### src/design/tpf_pkg.sv
package tpf_pkg;

  // Lane count and field widths
  localparam int MOTOR_COUNT = 6;
  localparam int PULSE_W     = 12;
  localparam int THRUST_W    = 15;
  localparam int CFG_W       = 6;

  localparam logic [CFG_W-1:0] CCW_MASK_RST = 6'd37;

  // Pulse band limits in microseconds
  localparam logic [PULSE_W-1:0] W_MIN = 12'd1000;
  localparam logic [PULSE_W-1:0] W_MID = 12'd1500;
  localparam logic [PULSE_W-1:0] W_MAX = 12'd2000;

  // Register stages of one lane, output register included
  localparam int NSTG = 7;

  // Datapath widths
  localparam int WS_W = 12;   // in-band width as a signed operand
  localparam int K0_W = 20;
  localparam int K1_W = 32;
  localparam int K2_W = 44;
  localparam int K3_W = 51;
  localparam int A_W  = 34;   // c3 * w + c2
  localparam int B_W  = 46;   // (...) * w + c1
  localparam int F_W  = 58;   // (...) * w + c0 + rounding offset
  localparam int N_W  = 48;   // numerator, bounded for in-band widths
  localparam int NH_W = 28;   // numerator bits kept for the quotient estimate
  localparam int RC_W = 22;
  localparam int E_W  = NH_W + RC_W;
  localparam int RC_SHIFT = 32;
  localparam int Q_W  = E_W - RC_SHIFT;
  localparam int D_W  = 33;
  localparam int R_W  = Q_W + D_W;

  // Numerator is divided by 10^12 / 256 with floor
  localparam logic signed [D_W-1:0]  DIVISOR = 33'sd3906250000;
  // round(2^52 / DIVISOR); paired with a drop of 20 low bits and a shift of 32
  localparam logic signed [RC_W-1:0] RECIP   = 22'sd1152922;

  localparam logic signed [Q_W:0] THRUST_LIMIT = 19'sd10240;

  typedef enum logic [1:0] {
    POLY_FWD_CW  = 2'b00,
    POLY_FWD_CCW = 2'b01,
    POLY_REV_CW  = 2'b10,
    POLY_REV_CCW = 2'b11
  } poly_sel_t;

  typedef struct packed {
    logic [NSTG-1:0] load;
    logic [NSTG-1:0] vld;
  } tpf_ctl_t;

  typedef struct packed {
    logic rev;
    logic zero;
  } tpf_tag_t;

  // Cubic coefficient, milli-units
  function automatic logic signed [K0_W-1:0] poly_k0(input poly_sel_t sel);
    case (sel)
      POLY_FWD_CCW: poly_k0 = 20'sd473380;
      default:      poly_k0 = '0;
    endcase
  endfunction

  // Quadratic coefficient, milli-units times 10^3
  function automatic logic signed [K1_W-1:0] poly_k1(input poly_sel_t sel);
    case (sel)
      POLY_FWD_CW:  poly_k1 = 32'sd26810000;
      POLY_FWD_CCW: poly_k1 = -32'sd1730000000;
      POLY_REV_CW:  poly_k1 = 32'sd46358000;
      POLY_REV_CCW: poly_k1 = 32'sd34400000;
      default:      poly_k1 = '0;
    endcase
  endfunction

  // Linear coefficient, milli-units times 10^6
  function automatic logic signed [K2_W-1:0] poly_k2(input poly_sel_t sel);
    case (sel)
      POLY_FWD_CW:  poly_k2 = -44'sd109040000000;
      POLY_FWD_CCW: poly_k2 = 44'sd2017800000000;
      POLY_REV_CW:  poly_k2 = -44'sd122730000000;
      POLY_REV_CCW: poly_k2 = -44'sd77255000000;
      default:      poly_k2 = '0;
    endcase
  endfunction

  // Constant term, milli-units times 10^9, plus the half-divisor rounding offset
  function automatic logic signed [K3_W-1:0] poly_k3(input poly_sel_t sel);
    case (sel)
      POLY_FWD_CW:  poly_k3 = 51'sd102891953125000;
      POLY_FWD_CCW: poly_k3 = -51'sd729248046875000;
      POLY_REV_CW:  poly_k3 = 51'sd79530953125000;
      POLY_REV_CCW: poly_k3 = 51'sd38073953125000;
      default:      poly_k3 = '0;
    endcase
  endfunction

endpackage

### src/design/tpf_pipe_ctl.sv
module tpf_pipe_ctl (
  input  logic              clk,
  input  logic              rst_n,
  input  logic              in_valid,
  output logic              in_ready,
  output logic              out_valid,
  input  logic              out_ready,
  output tpf_pkg::tpf_ctl_t ctl
);

  logic [tpf_pkg::NSTG-1:0] vld_r;
  logic [tpf_pkg::NSTG-1:0] vld_nxt;
  logic [tpf_pkg::NSTG-1:0] rdy;

  // A stage takes new data when it is empty or its successor moves on
  always_comb begin
    rdy[tpf_pkg::NSTG-1] = !vld_r[tpf_pkg::NSTG-1] || out_ready;
    for (int i = tpf_pkg::NSTG-2; i >= 0; i--) begin
      rdy[i] = !vld_r[i] || rdy[i+1];
    end
  end

  // Advance valid bits along with the data
  always_comb begin
    vld_nxt = vld_r;
    if (rdy[0]) begin
      vld_nxt[0] = in_valid;
    end
    for (int i = 1; i < tpf_pkg::NSTG; i++) begin
      if (rdy[i]) begin
        vld_nxt[i] = vld_r[i-1];
      end
    end
  end

  always_ff @(posedge clk) begin
    if (!rst_n) begin
      vld_r <= '0;
    end else begin
      vld_r <= vld_nxt;
    end
  end

  assign in_ready  = rdy[0];
  assign out_valid = vld_r[tpf_pkg::NSTG-1];
  assign ctl.load  = rdy;
  assign ctl.vld   = vld_r;

endmodule

### config.mk
export PLATFORM = sky130hd
export DESIGN_NAME = tpf_pipe_ctl
export DESIGN_NICKNAME = d
export VERILOG_FILES = /design/src/design/tpf_pkg.sv /design/src/design/tpf_pipe_ctl.sv
export SDC_FILE = /design/constraint.sdc
export NUM_CORES = 1
export LEC_CHECK = 0
export BUFFER_PORTS_ARGS = -buffer_cell sky130_fd_sc_hd__buf_2
export CAP_MARGIN = 20
export CORE_AREA = 2 2 39 41
export DETAILED_ROUTE_END_ITERATION = 8
export DIE_AREA = 0 0 41 43
export PLACE_DENSITY = 0.57
export SYNTH_ARGS = -nofsm -noshare
export SYNTH_HDL_FRONTEND = slang
export SYNTH_SLANG_ARGS = --single-unit
export TNS_END_PERCENT = 50
### constraint.sdc
create_clock -name clk -period 1.2 [get_ports clk]
set_input_delay 0.06 -clock clk [delete_from_list [all_inputs] [get_ports clk]]
set_output_delay 0.06 -clock clk [all_outputs]
set_load 0.03 [all_outputs]
==> metrics, run 1 <==
first-iteration detailed-routing DRC count=3; CP peak stage delay=around 0.36 ns; RR Endpoint=vld_r[3]$_SDFFE_PN0P_; crit path launch=vld_r[4]$_SDFFE_PN0P_; synth top area cells=dfxtp_1 (46%), nand4b_4 (7.8%), nand2_1 (7.4%), o21a_1 (7.4%), inv_1 (6.2%); register area=156 um2; reg-to-reg startpoint=vld_r[4]$_SDFFE_PN0P_; fin worst setup slack=-0.0493 ns; area occupied by multi-input gates=144 um2; yosys warns=0; CP cell instances=nand4b_4, or2_4, buf_6; Syn Inst Count=33; Pre-Repair DR Iteration Count=4; RSZ-0062 raised after global routing=true; syn nets=37; status=finished, violations left; Setup CP Type=reg2out; layout cell share with drive strength beyond 1=0.689; Worst Reg-to-Reg Cells=4; HPWL after DPL=524 um; Sink Count=7; NumNets Final=66; leakage=0.271 nW; post-synth top area share=0.461; CTS Buf Count=3; Die Area=0.00176 mm2; Crit. End Element=output port; Worst Path Arrival=1.19 ns; Levels on crit path=3; VDD IR-drop max=0.395 mV; final worst path period need=about 1.2 ns; post-synth top area cell=dfxtp_1; final hold vios=0; sum of negative setup slack=-0.0984 ns; routed len/inst=9.44 um; fin crit share=1.04; Worst Path Buf+Inv=1; crit start category=flop; Biggest register=vld_r; Vias=approximately 320; Tot Pwr=~0.49 mW; CTS tree=done; Synth Cell Area=304 um2; Worst-Margin Slew=0.244 ns; worst path required time=1.14 ns; ANT nets after route=0; Root Buffer Master=clkbuf_4; fin util=0.384; DIE WIDTH=41 um; register area share after synthesis=0.461; crit path to=ctl[10]; Synth cell types=14; Largest delay share family, worst path=simple AND/OR/NAND/NOR gates; row count=14; hold slack=0.00942 ns; worst rel slew slack=0.837; Layout area overhead=74.9%; largest net degree at the start of global routing=9; Residual DRC=0; endpoints failing setup=3; Syn Area/Cell=9.21 um2; Slew Limit Fails=0; first-pass GRT wire length=about 1100 um; port bufs=19; via/cell ratio=4.19; max-cap viol count=0; failing checks=negative setup slack; dpl cells=66; CP max FO=5; Overflow after GRT=0; antenna violations before repair=0; FILL cells=143; register-to-register setup slack=0.10 ns; largest registers=vld_r x7; drt total wl=727 um; vias in the first global route=272; antenna fix cells=0; Die Span Y=43 um; max reg flops=7; register bit total from synthesis=7; Layout Skew=0.000754 ns; slowest CP cell=dfxtp_4; Total Routing Usage GR=0.0937; routability congestion estimate=0.706; Power Dens Cells=930 mW/mm2; worst hold path class=in2reg; Fmax=around 0.80 GHz; IO Pins=20; Initial Util=0.220; fin cells=77; Clock Latency Late Sink=0.26 ns; Clock Tree Buf Depth=2; Core Box Area=around 0.0014 mm2; CTS clk-pin slew, worst paths=0.05 ns; H-tree depth=1
==> metal layers <==
| layer | share of wire | routed length [um] | track usage |
|---|---|---|---|
| met5 | 0 | 0 | 0 |
| met4 | 0.029 | 21 | 0.0800 |
| met3 | 0.10 | 75 | 0.0314 |
| met2 | 0.43 | 311 | 0.128 |
| met1 | 0.44 | 319 | 0.110 |
==> worst register-to-register path, stage by stage (launching register included) <==
cell and delay, ns:
dfxtp_4 0.36, nand4b_4 0.15, or2_4 0.29, buf_4 0.13
a21boi_2 0.11
==> timing repair <==
item / in CTS / in global routing
setup endpoints to repair: 5 / 7
endpoints found under the hold margin: 0 / 0
setup buffers: 6 / 1
cloned: 0 / 0
pin swaps: 2 / 0
hold buffers: 0 / 0
resized for setup: 5 / 3
==> power breakdown <==
| part | total (mW) | internal, mW | switching (mW) |
|---|---|---|---|
| logic | 0.0354 | 0.0144 | 0.0210 |
| registers | 0.238 | 0.233 | 0.00506 |
| clock network | 0.221 | 0.127 | 0.0939 |
==> cells by family after synthesis <==
kind of cell | after synthesis | share of synthesized area
buffers and inverters | 7 | 0.111
flip-flops | 7 | 0.461
AO/OA/AOI/OAI | 7 | 0.177
AND/OR/NAND/NOR | 12 | 0.251
==> layout by cell type, fill, tap and decap left out, types with 2 or more instances in the layout <==
cell / n
buf_2: 16
buf_4: 7
buf_6: 3
clkbuf_4: 3
dfxtp_2: 4
dfxtp_4: 3
inv_1: 4
nand2_1: 6
nor2b_1: 2
o21a_1: 3
==> metrics by stage <==
| stage | instance area [um2] | worst slack, ns |
|---|---|---|
| 5_1_grt | 532 | -0.110 |
| 4_1_cts | 518 | -0.0520 |
| 3_3_place_gp | 432 | 0.194 |
| 3_5_place_dp | 432 | 0.175 |
| 6_report | 532 | -0.0493 |
| 2_1_floorplan | 332 | 0.0192 |
==> how the worst min path moves through the flow <==
stage,from,endpoint,depth (start not counted)
2_1_floorplan,rst_n,vld_r[1]$_SDFFE_PN0P_,2
3_3_place_gp,in_valid,vld_r[0]$_SDFFE_PN0P_,2
3_5_place_dp,in_valid,vld_r[0]$_SDFFE_PN0P_,2
4_1_cts,in_valid,vld_r[0]$_SDFFE_PN0P_,2
5_1_grt,in_valid,vld_r[0]$_SDFFE_PN0P_,2
6_report,in_valid,vld_r[0]$_SDFFE_PN0P_,2
==> Yosys cell counts <==
cell type / instances
o31ai_1: 1
buf_4: 2
dfxtp_1: 7
nor2b_1: 2
nand2_1: 6
a21oi_1: 1
o21a_1: 3
nor3_1: 1
nand4b_4: 1
inv_1: 5
or2_4: 1
a21boi_0: 1
nor2_1: 1
a21boi_2: 1
==> layout make-up <==
cell class                 instances  area share
timing repair buffer              26       0.313
sequential                         7       0.294
multi-input combinational         19       0.271
clock buffer                       4      0.0494
tap                               16      0.0376
inverter                           5      0.0353
Note: power is estimated with default switching activity, not from simulation.
==> run 2: changes to the inputs <==
--- a/config.mk
+++ b/config.mk
@@ -11,6 +11,7 @@
 export DETAILED_ROUTE_END_ITERATION = 8
 export DIE_AREA = 0 0 41 43
 export PLACE_DENSITY = 0.57
+export SETUP_SLACK_MARGIN = 0.02
 export SYNTH_ARGS = -nofsm -noshare
 export SYNTH_HDL_FRONTEND = slang
 export SYNTH_SLANG_ARGS = --single-unit
==> metrics, run 2 (synthesis gave the netlist of run 1 again) <==
status=finished, violations left; failing checks=negative setup slack; ANT nets after route=0; VDD IR-drop max=0.551 mV; max reg flops=7; antenna violations before repair=0; final hold vios=0; FILL cells=145; Sink Count=7; CTS clk-pin slew, worst paths=0.05 ns; RSZ-0062 raised after global routing=true; port bufs=19; Initial Util=0.220; antenna fix cells=0; crit start category=flop; CTS Buf Count=3; Layout Skew=0.00147 ns; NumNets Final=64; Residual DRC=0; H-tree depth=1; leakage=0.262 nW; Power Dens Cells=932 mW/mm2; Vias=~310; Clock Tree Buf Depth=2; Core Box Area=0.00138 mm2; worst rel slew slack=0.821; fin util=0.375; Fmax=0.817 GHz; via/cell ratio=4.16; routability congestion estimate=0.719; hold slack=0.0196 ns; first-pass GRT wire length=959 um; drt total wl=660 um; Overflow after GRT=0; largest net degree at the start of global routing=9; IO Pins=20; Layout area overhead=70.8%; Tot Pwr=0.484 mW; DIE WIDTH=41 um; HPWL after DPL=approximately 500 um; max-cap viol count=0; routed len/inst=8.80 um; fin crit share=1.02; CTS tree=done; Biggest register=vld_r; worst slack, placed=0.181 ns; largest registers=vld_r x7; first-iteration detailed-routing DRC count=1; fin worst setup slack=-0.0241 ns; most common cell after layout, fill and taps aside=buf_2; Die Area=0.00176 mm2; Root Buffer Master=clkbuf_4; Die Span Y=43 um; final worst path period need=1.22 ns; Worst Path Arrival=approximately 1.2 ns; Total Routing Usage GR=0.0826; # hold bufs at CTS=0; vias in the first global route=252; endpoints failing setup=3; worst hold path class=in2reg; CP max FO=5; Slew Limit Fails=0; Crit. End Element=output port; Setup CP Type=reg2out; worst path required time=1.14 ns; Pre-Repair DR Iteration Count=2; Worst-Margin Slew=0.267 ns; row count=14; layout cell share with drive strength beyond 1=0.695; Clock Latency Late Sink=0.25 ns; commonest non-fill, non-tap cells in the layout=buf_2 (16), nand2_1 (5), buf_4 (5)
run 2: timing repair:
action / 4_1_cts / 5_1_grt
pin swaps: 2 / 1
setup endpoints to repair: 6 / 8
resized for setup: 4 / 5
buffers inserted: 4 / 1
run 2: area by class of cell:
class	count	area, um2	area share
sequential	7	156	0.301
multi-input combinational	19	146	0.282
tap	16	20.0	0.0386
timing repair buffer	24	151	0.292
inverter	5	18.8	0.0361
clock buffer	4	26.3	0.0506
run 2: layer usage:
| metal | up-vias | share of wire | track usage |
|---|---|---|---|
| li1 | 159 | - | - |
| met1 | 137 | 0.46 | 0.0974 |
| met2 | 16 | 0.43 | 0.116 |
| met3 | 0 | 0.11 | 0.0471 |
| met4 | 0 | 0 | 0.0400 |
| met5 | - | 0 | 0 |
run 2: critical path: stages (launching register included):
cell and delay [ns]:
dfxtp_4 0.35, nand4b_4 0.15, nor2_2 0.18, nand2_1 0.06, buf_2 0.17
run 2: power by group:
part	switching (mW)	internal [mW]
logic	0.0213	0.0143
registers	0.00475	0.233
clock network	0.0842	0.127
total	0.110	0.374
run 2: final timing paths:
| check | start | to | slack (ns) | depth (start not counted) |
|---|---|---|---|---|
| max | vld_r[5]$_SDFFE_PN0P_ | ctl[8] | -0.02 | 4 |
| min | in_valid | vld_r[0]$_SDFFE_PN0P_ | 0.02 | 2 |
| max reg2reg | vld_r[5]$_SDFFE_PN0P_ | vld_r[3]$_SDFFE_PN0P_ | 0.12 | 4 |
| min reg2reg | vld_r[0]$_SDFFE_PN0P_ | vld_r[1]$_SDFFE_PN0P_ | 0.46 | 2 |
run 2: stage by stage:
step                      instances  instance area (um2)  setup TNS [ns]
final                            75                  519         -0.0454
after global routing             75                  519          -0.498
after CTS                        74                  499          -0.115
after detailed placement         66                  432               0
after global placement           66                  432               0
after floorplan                  33                  332               0
