===== src/design/tpf_pkg.sv =====
package tpf_pkg;

  // Lane count and field widths
  localparam int MOTOR_COUNT = 6;
  localparam int PULSE_W     = 12;
  localparam int THRUST_W    = 15;
  localparam int CFG_W       = 6;

  localparam logic [CFG_W-1:0] CCW_MASK_RST = 6'd37;

  // Pulse band limits in microseconds
  localparam logic [PULSE_W-1:0] W_MIN = 12'd1000;
  localparam logic [PULSE_W-1:0] W_MID = 12'd1500;
  localparam logic [PULSE_W-1:0] W_MAX = 12'd2000;

  // Register stages of one lane, output register included
  localparam int NSTG = 7;

  // Datapath widths
  localparam int WS_W = 12;   // in-band width as a signed operand
  localparam int K0_W = 20;
  localparam int K1_W = 32;
  localparam int K2_W = 44;
  localparam int K3_W = 51;
  localparam int A_W  = 34;   // c3 * w + c2
  localparam int B_W  = 46;   // (...) * w + c1
  localparam int F_W  = 58;   // (...) * w + c0 + rounding offset
  localparam int N_W  = 48;   // numerator, bounded for in-band widths
  localparam int NH_W = 28;   // numerator bits kept for the quotient estimate
  localparam int RC_W = 22;
  localparam int E_W  = NH_W + RC_W;
  localparam int RC_SHIFT = 32;
  localparam int Q_W  = E_W - RC_SHIFT;
  localparam int D_W  = 33;
  localparam int R_W  = Q_W + D_W;

  // Numerator is divided by 10^12 / 256 with floor
  localparam logic signed [D_W-1:0]  DIVISOR = 33'sd3906250000;
  // round(2^52 / DIVISOR); paired with a drop of 20 low bits and a shift of 32
  localparam logic signed [RC_W-1:0] RECIP   = 22'sd1152922;

  localparam logic signed [Q_W:0] THRUST_LIMIT = 19'sd10240;

  typedef enum logic [1:0] {
    POLY_FWD_CW  = 2'b00,
    POLY_FWD_CCW = 2'b01,
    POLY_REV_CW  = 2'b10,
    POLY_REV_CCW = 2'b11
  } poly_sel_t;

  typedef struct packed {
    logic [NSTG-1:0] load;
    logic [NSTG-1:0] vld;
  } tpf_ctl_t;

  typedef struct packed {
    logic rev;
    logic zero;
  } tpf_tag_t;

  // Cubic coefficient, milli-units
  function automatic logic signed [K0_W-1:0] poly_k0(input poly_sel_t sel);
    case (sel)
      POLY_FWD_CCW: poly_k0 = 20'sd473380;
      default:      poly_k0 = '0;
    endcase
  endfunction

  // Quadratic coefficient, milli-units times 10^3
  function automatic logic signed [K1_W-1:0] poly_k1(input poly_sel_t sel);
    case (sel)
      POLY_FWD_CW:  poly_k1 = 32'sd26810000;
      POLY_FWD_CCW: poly_k1 = -32'sd1730000000;
      POLY_REV_CW:  poly_k1 = 32'sd46358000;
      POLY_REV_CCW: poly_k1 = 32'sd34400000;
      default:      poly_k1 = '0;
    endcase
  endfunction

  // Linear coefficient, milli-units times 10^6
  function automatic logic signed [K2_W-1:0] poly_k2(input poly_sel_t sel);
    case (sel)
      POLY_FWD_CW:  poly_k2 = -44'sd109040000000;
      POLY_FWD_CCW: poly_k2 = 44'sd2017800000000;
      POLY_REV_CW:  poly_k2 = -44'sd122730000000;
      POLY_REV_CCW: poly_k2 = -44'sd77255000000;
      default:      poly_k2 = '0;
    endcase
  endfunction

  // Constant term, milli-units times 10^9, plus the half-divisor rounding offset
  function automatic logic signed [K3_W-1:0] poly_k3(input poly_sel_t sel);
    case (sel)
      POLY_FWD_CW:  poly_k3 = 51'sd102891953125000;
      POLY_FWD_CCW: poly_k3 = -51'sd729248046875000;
      POLY_REV_CW:  poly_k3 = 51'sd79530953125000;
      POLY_REV_CCW: poly_k3 = 51'sd38073953125000;
      default:      poly_k3 = '0;
    endcase
  endfunction

endpackage


===== src/design/tpf_lane.sv =====
module tpf_lane (
  input  logic                                clk,
  input  tpf_pkg::tpf_ctl_t                   ctl,
  input  logic [tpf_pkg::PULSE_W-1:0]         pulse,
  input  logic                                ccw,
  output logic signed [tpf_pkg::THRUST_W-1:0] thrust
);

  // Stage 1: band decode, coefficient select, c3 * w + c2
  logic                              fwd;
  logic                              rev;
  tpf_pkg::poly_sel_t                sel;
  logic signed [tpf_pkg::WS_W-1:0]   w_s;
  logic signed [tpf_pkg::K1_W-1:0]   m0;
  logic signed [tpf_pkg::A_W-1:0]    a_nxt;

  logic signed [tpf_pkg::A_W-1:0]    a_r;
  logic signed [tpf_pkg::WS_W-1:0]   w1_r;
  tpf_pkg::poly_sel_t                sel1_r;
  tpf_pkg::tpf_tag_t                 tag1_r;

  assign fwd = (pulse >= tpf_pkg::W_MIN) && (pulse < tpf_pkg::W_MID);
  assign rev = (pulse > tpf_pkg::W_MID) && (pulse <= tpf_pkg::W_MAX);
  assign sel = rev ? (ccw ? tpf_pkg::POLY_REV_CCW : tpf_pkg::POLY_REV_CW)
                   : (ccw ? tpf_pkg::POLY_FWD_CCW : tpf_pkg::POLY_FWD_CW);
  // In-band widths fit in 11 bits; out-of-band results are forced to zero later
  assign w_s   = $signed({1'b0, pulse[tpf_pkg::WS_W-2:0]});
  assign m0    = tpf_pkg::poly_k0(sel) * w_s;
  assign a_nxt = tpf_pkg::A_W'(m0) + tpf_pkg::A_W'(tpf_pkg::poly_k1(sel));

  always_ff @(posedge clk) begin
    if (ctl.load[0]) begin
      a_r         <= a_nxt;
      w1_r        <= w_s;
      sel1_r      <= sel;
      tag1_r.rev  <= rev;
      tag1_r.zero <= !(fwd || rev);
    end
  end

  // Stage 2: a * w + c1
  logic signed [tpf_pkg::B_W-1:0]    m1;
  logic signed [tpf_pkg::B_W-1:0]    b_nxt;
  logic signed [tpf_pkg::B_W-1:0]    b_r;
  logic signed [tpf_pkg::WS_W-1:0]   w2_r;
  tpf_pkg::poly_sel_t                sel2_r;
  tpf_pkg::tpf_tag_t                 tag2_r;

  assign m1    = a_r * w1_r;
  assign b_nxt = m1 + tpf_pkg::B_W'(tpf_pkg::poly_k2(sel1_r));

  always_ff @(posedge clk) begin
    if (ctl.load[1]) begin
      b_r    <= b_nxt;
      w2_r   <= w1_r;
      sel2_r <= sel1_r;
      tag2_r <= tag1_r;
    end
  end

  // Stage 3: b * w + c0 + rounding offset gives the numerator
  logic signed [tpf_pkg::F_W-1:0]    m2;
  logic signed [tpf_pkg::F_W-1:0]    f_nxt;
  logic signed [tpf_pkg::N_W-1:0]    n3_r;
  tpf_pkg::tpf_tag_t                 tag3_r;

  assign m2    = b_r * w2_r;
  assign f_nxt = m2 + tpf_pkg::F_W'(tpf_pkg::poly_k3(sel2_r));

  always_ff @(posedge clk) begin
    if (ctl.load[2]) begin
      n3_r   <= $signed(f_nxt[tpf_pkg::N_W-1:0]);
      tag3_r <= tag2_r;
    end
  end

  // Stage 4: quotient estimate from the upper numerator bits and a reciprocal
  logic signed [tpf_pkg::E_W-1:0]    m3;
  logic signed [tpf_pkg::Q_W-1:0]    qe4_r;
  logic signed [tpf_pkg::N_W-1:0]    n4_r;
  tpf_pkg::tpf_tag_t                 tag4_r;

  assign m3 = $signed(n3_r[tpf_pkg::N_W-1:tpf_pkg::N_W-tpf_pkg::NH_W]) * tpf_pkg::RECIP;

  always_ff @(posedge clk) begin
    if (ctl.load[3]) begin
      qe4_r  <= $signed(m3[tpf_pkg::E_W-1:tpf_pkg::RC_SHIFT]);
      n4_r   <= n3_r;
      tag4_r <= tag3_r;
    end
  end

  // Stage 5: multiply the estimate back by the divisor
  logic signed [tpf_pkg::R_W-1:0]    p_nxt;
  logic signed [tpf_pkg::R_W-1:0]    p5_r;
  logic signed [tpf_pkg::Q_W-1:0]    qe5_r;
  logic signed [tpf_pkg::N_W-1:0]    n5_r;
  tpf_pkg::tpf_tag_t                 tag5_r;

  assign p_nxt = qe4_r * tpf_pkg::DIVISOR;

  always_ff @(posedge clk) begin
    if (ctl.load[4]) begin
      p5_r   <= p_nxt;
      qe5_r  <= qe4_r;
      n5_r   <= n4_r;
      tag5_r <= tag4_r;
    end
  end

  // Stage 6: correct the estimate by one step either way to get the floor
  logic signed [tpf_pkg::R_W-1:0]    rem;
  logic                              q_dec;
  logic                              q_inc;
  logic signed [tpf_pkg::Q_W-1:0]    q_nxt;
  logic signed [tpf_pkg::Q_W-1:0]    q6_r;
  tpf_pkg::tpf_tag_t                 tag6_r;

  assign rem   = tpf_pkg::R_W'(n5_r) - p5_r;
  assign q_dec = rem[tpf_pkg::R_W-1];
  assign q_inc = !q_dec && (rem >= tpf_pkg::R_W'(tpf_pkg::DIVISOR));

  always_comb begin
    q_nxt = qe5_r;
    if (q_inc) begin
      q_nxt = qe5_r + tpf_pkg::Q_W'(1);
    end else if (q_dec) begin
      q_nxt = qe5_r - tpf_pkg::Q_W'(1);
    end
  end

  always_ff @(posedge clk) begin
    if (ctl.load[5]) begin
      q6_r   <= q_nxt;
      tag6_r <= tag5_r;
    end
  end

  // Stage 7: negate reverse thrust, clamp, drop out-of-band and neutral widths
  logic signed [tpf_pkg::Q_W:0]      q_ext;
  logic signed [tpf_pkg::Q_W:0]      q_sgn;
  logic signed [tpf_pkg::Q_W:0]      q_sat;
  logic signed [tpf_pkg::THRUST_W-1:0] thrust_nxt;
  logic signed [tpf_pkg::THRUST_W-1:0] thrust_r;

  // Sign-extend one bit so negation cannot overflow
  assign q_ext = $signed({q6_r[tpf_pkg::Q_W-1], q6_r});

  always_comb begin
    q_sgn = tag6_r.rev ? -q_ext : q_ext;
    if (q_sgn > tpf_pkg::THRUST_LIMIT) begin
      q_sat = tpf_pkg::THRUST_LIMIT;
    end else if (q_sgn < -tpf_pkg::THRUST_LIMIT) begin
      q_sat = -tpf_pkg::THRUST_LIMIT;
    end else begin
      q_sat = q_sgn;
    end
    thrust_nxt = tag6_r.zero ? '0 : $signed(q_sat[tpf_pkg::THRUST_W-1:0]);
  end

  always_ff @(posedge clk) begin
    if (ctl.load[6]) begin
      thrust_r <= thrust_nxt;
    end
  end

  assign thrust = thrust_r;

endmodule


===== config.mk =====
export PLATFORM = sky130hd
export DESIGN_NAME = tpf_lane
export DESIGN_NICKNAME = d
export VERILOG_FILES = /design/src/design/tpf_pkg.sv /design/src/design/tpf_lane.sv
export SDC_FILE = /design/constraint.sdc
export NUM_CORES = 2
export LEC_CHECK = 0
export BUFFER_PORTS_ARGS = -buffer_cell sky130_fd_sc_hd__buf_2
export CAP_MARGIN = 15
export CORE_MARGIN = 4
export CORE_UTILIZATION = 60
export DETAILED_ROUTE_END_ITERATION = 10
export PLACE_DENSITY = 0.76
export REMOVE_ABC_BUFFERS = 1
export SYNTH_ARGS = -nofsm -noshare
export SYNTH_HDL_FRONTEND = slang
export SYNTH_SLANG_ARGS = --single-unit

===== constraint.sdc =====
create_clock -name clk -period 32 [get_ports clk]
set_clock_uncertainty 0.1 [all_clocks]
set_input_delay 8 -clock clk [delete_from_list [all_inputs] [get_ports clk]]
set_output_delay 8 -clock clk [all_outputs]
set_load 0.02 [all_outputs]

==> impl_metrics.toml <==
[run_status]
outcome = "completed"

[hold_path]
holdPathStages = 0
hp-class = "flop to flop"

[yosys]
syn_area_um2 = 63400
synth_ff_type = "edfxtp_1"
async_flop_share_pct = 0
yosysSeqAreaShare_pct = 16.8
synthSimpleGateAreaFrac_pct = 11.0
syn_avg_cell_area_um2 = 10.1
synthMuxAreaShare_pct = 0.160
syn_inst = 6272
synth_xor_area_share_pct = 3.95
ys_types = 102
yosysTopAreaCell = "fa_1"
yosys_warnings = 0
synth_top_family_by_area = "adder cells"
synthAdderAreaFrac_pct = 51.2
synth_top_area_share_pct = 36.3
synth.area.top_cells = "fa_1, edfxtp_1, ha_1"
synth-edff-count = 354
synth-compound-area-share_pct = 7.02
synth_seq_cells = 354

[timing]
hold_viol = 0
fin_crit_ps = 16470
setup_viol = 0
grt_setup_unrepaired = "false"
report.final.slew_viol_count = 0
postLayoutSetupSlackWorst_ps = 15530
worstMarginPinSlew_ps = 1170
holdWs_ps = 302
slew_headroom_pct = 22.1
fmax_mhz = 60.7
finalCritPeriodShare_pct = 51.5
setup-tns-final_ps = 0

[worst_setup_path]
slowest_stage = "fa_1"
required_ps = 32280
slowest_delay_ps = 530
crit_fanout = 16
reg2regPathDepth = 23
crit_arrival_ps = 16750
start_kind = "input pin"
timing_worst_setup_path_type = "input pin to flop"
cpMostUsedCell = "inv_1"
crit_path_end_kind = "flop"

[clock_tree]
clock-sinks = 354
cts_buffers = 45
ctsRootBufferMaster = "clkbuf_16"
htreeDepth = 2
clockBufferDepth = 3
hold_buffers = 0
post_cts_resized = 0
cts.clk_slew.worst_paths_ps = 70
clock_latency_ps = 640
cts_tree = "done"
cts_setup_buffers = 0

[final_layout]
fillers = 8408
final_nets = 8128
synthToLayoutAreaGrowth_pct = 4.50
drive_gt1_share_pct = 3.15

[route]
viasPerCell = 5.54
first_pass_iters = 5
routed_wl_um = 138000
drt_iter0_drc = 2536
route.detailed.drc = 0
via_count = 42200
drt-wirelength-per-cell_um = 18.1
ant_nets = 0

[global_routing]
antenna_found_initial = 1
grt_pass1_vias = 46600
grt_pass1_wl_um = 235000
grt_max_degree = 72
overflow = 0
grt.total_usage_pct = 26.2

[placement]
dp_hpwl_um = 113000
gp_congestion = 0.919
pre_cts_ws_ps = 14990
port_buffers = 35

[job]
cap_violations = 0

[die]
rows = 119
io_pins = 43
dieWidth_um = 333
initial_utilization_pct = 60.3
core_um2 = 105000
dieArea_um2 = 111000
die_y_um = 333
## cell usage after synthesis, types with 4 or more instances
library cell  instances
or2_2                16
clkbuf_1            180
and4_1                4
a31o_2                7
o32ai_1               4
a211oi_1             14
nand2b_1             37
a311oi_1              6
and3_1               28
mux2i_1               9
o2111ai_1             4
nor4_1                8
a31oi_1              12
edfxtp_1            354
a41oi_1               6
nor2_1              152
fa_1               1149
nand4b_1              4
or4_1                 7
nor3b_1               4
nor2b_1              34
and2_1              381
a21oi_1             215
a211o_1               5
a221oi_1              6
nor3_1               44
a21o_1               89
a21boi_0              6
o21a_1               27
nand2_1             555
o22ai_1              11
or3_1                20
inv_1              1453
o31ai_1              13
o31a_1                5
a2111oi_0             7
ha_1                759
nand4_1              27
o21ai_0             122
xnor2_1             185
o21bai_1             41
o211ai_1              8
xor2_1              101
o41ai_1               7
nand3_1              62
## final cells by class
| class | count | area (um2) | share of cell area (%) |
|---|---|---|---|
| Tap cell | 1391 | 1740 | 2.63 |
| Clock inverter | 34 | 405 | 0.612 |
| Clock buffer | 49 | 1140 | 1.72 |
| Timing Repair Buffer | 64 | 395 | 0.597 |
| Sequential cell | 354 | 10600 | 16.0 |
| Multi-Input combinational cell | 4274 | 46500 | 70.2 |
| Inverter | 1453 | 5450 | 8.23 |
| Antenna cell | 1 | 2.50 | 0.00378 |
## kinds of logic after synthesis
| kind of cell | count (synthesis) |
|---|---|
| DFF | 354 |
| xor gates and xnor gates | 286 |
| and+or+nand+nor | 1402 |
| AOI/OAI and AO/OA | 668 |
| adders and majority gates | 1908 |
| muxes | 10 |
| buffers and inverters | 1644 |
## cell usage in the layout, fill, tap and decap left out, types with 11 or more instances in the layout
master,synthesis,routed
a21o_1,89,89
buf_4,0,30
or3_1,20,20
ha_1,759,759
o21ai_0,122,122
nand4_1,27,27
and2_1,381,381
o22ai_1,11,11
xor2_1,101,101
and3_1,28,28
nand3_1,62,62
a211oi_1,14,14
o31ai_1,13,13
edfxtp_1,354,354
nor2_1,152,152
inv_1,1453,1453
or2_2,16,16
fa_1,1149,1149
a21oi_1,215,215
o21bai_1,41,41
nor2b_1,34,34
nand2b_1,37,37
a31oi_1,12,12
o21a_1,27,27
buf_2,1,34
nand2_1,555,555
nor3_1,44,44
clkbuf_16,0,45
xnor2_1,185,185
## worst max-delay path, delay by kind of cell
kind	cells	cell delay (ps)
AO/OA/AOI/OAI	12	3070
XOR/XNOR	2	310
buffers and inverters	7	700
adder cells (fa/ha/maj)	7	2970
AND/OR/NAND/NOR	7	1690
## final timing paths
kind	from	endpoint	slack [ps]
worst max-delay path	pulse[2]	a_r[29]	15530
worst min-delay path	n3_r[17]	n4_r[17]	300
worst max register to register	sel2_r[1]	n3_r[46]	23710
worst min register to register	n3_r[17]	n4_r[17]	300
## metrics by stage
step / area, um2 / utilization, % / instances
after floorplan: 62600 / - / 6081
after global placement: 64700 / 61.6 / 7536
after detailed placement: 64700 / 61.6 / 7536
after CTS: 66300 / 63.1 / 7619
after global routing: 66300 / 63.1 / 7620
final: 66300 / 63.1 / 7620
## registers in the layout, indices dropped and copies added (netlist names)
| register | count |
|---|---|
| n3_r | 44 |
| tag3_r | 2 |
| p5_r | 43 |
| tag6_r | 2 |
| tag4_r | 2 |
| tag2_r | 1 |
| tag1_r | 1 |
| n5_r | 44 |
| w1_r | 11 |
| a_r | 30 |
| q6_r | 18 |
| qe4_r | 18 |
| sel2_r | 2 |
| tag5_r | 2 |
| sel1_r | 2 |
| b_r | 44 |
| qe5_r | 18 |
| w2_r | 11 |
| n4_r | 44 |
| thrust | 15 |
## per-layer routing
metal | track usage [%] | wire length [um]
met1 | 34.2 | 57000
met2 | 44.5 | 67500
met3 | 5.11 | 9130
met4 | 8.16 | 4670
met5 | 0 | 0
Power is not shown: default switching activity piles up to over one toggle a cycle in this logic, so the estimate is an artifact.
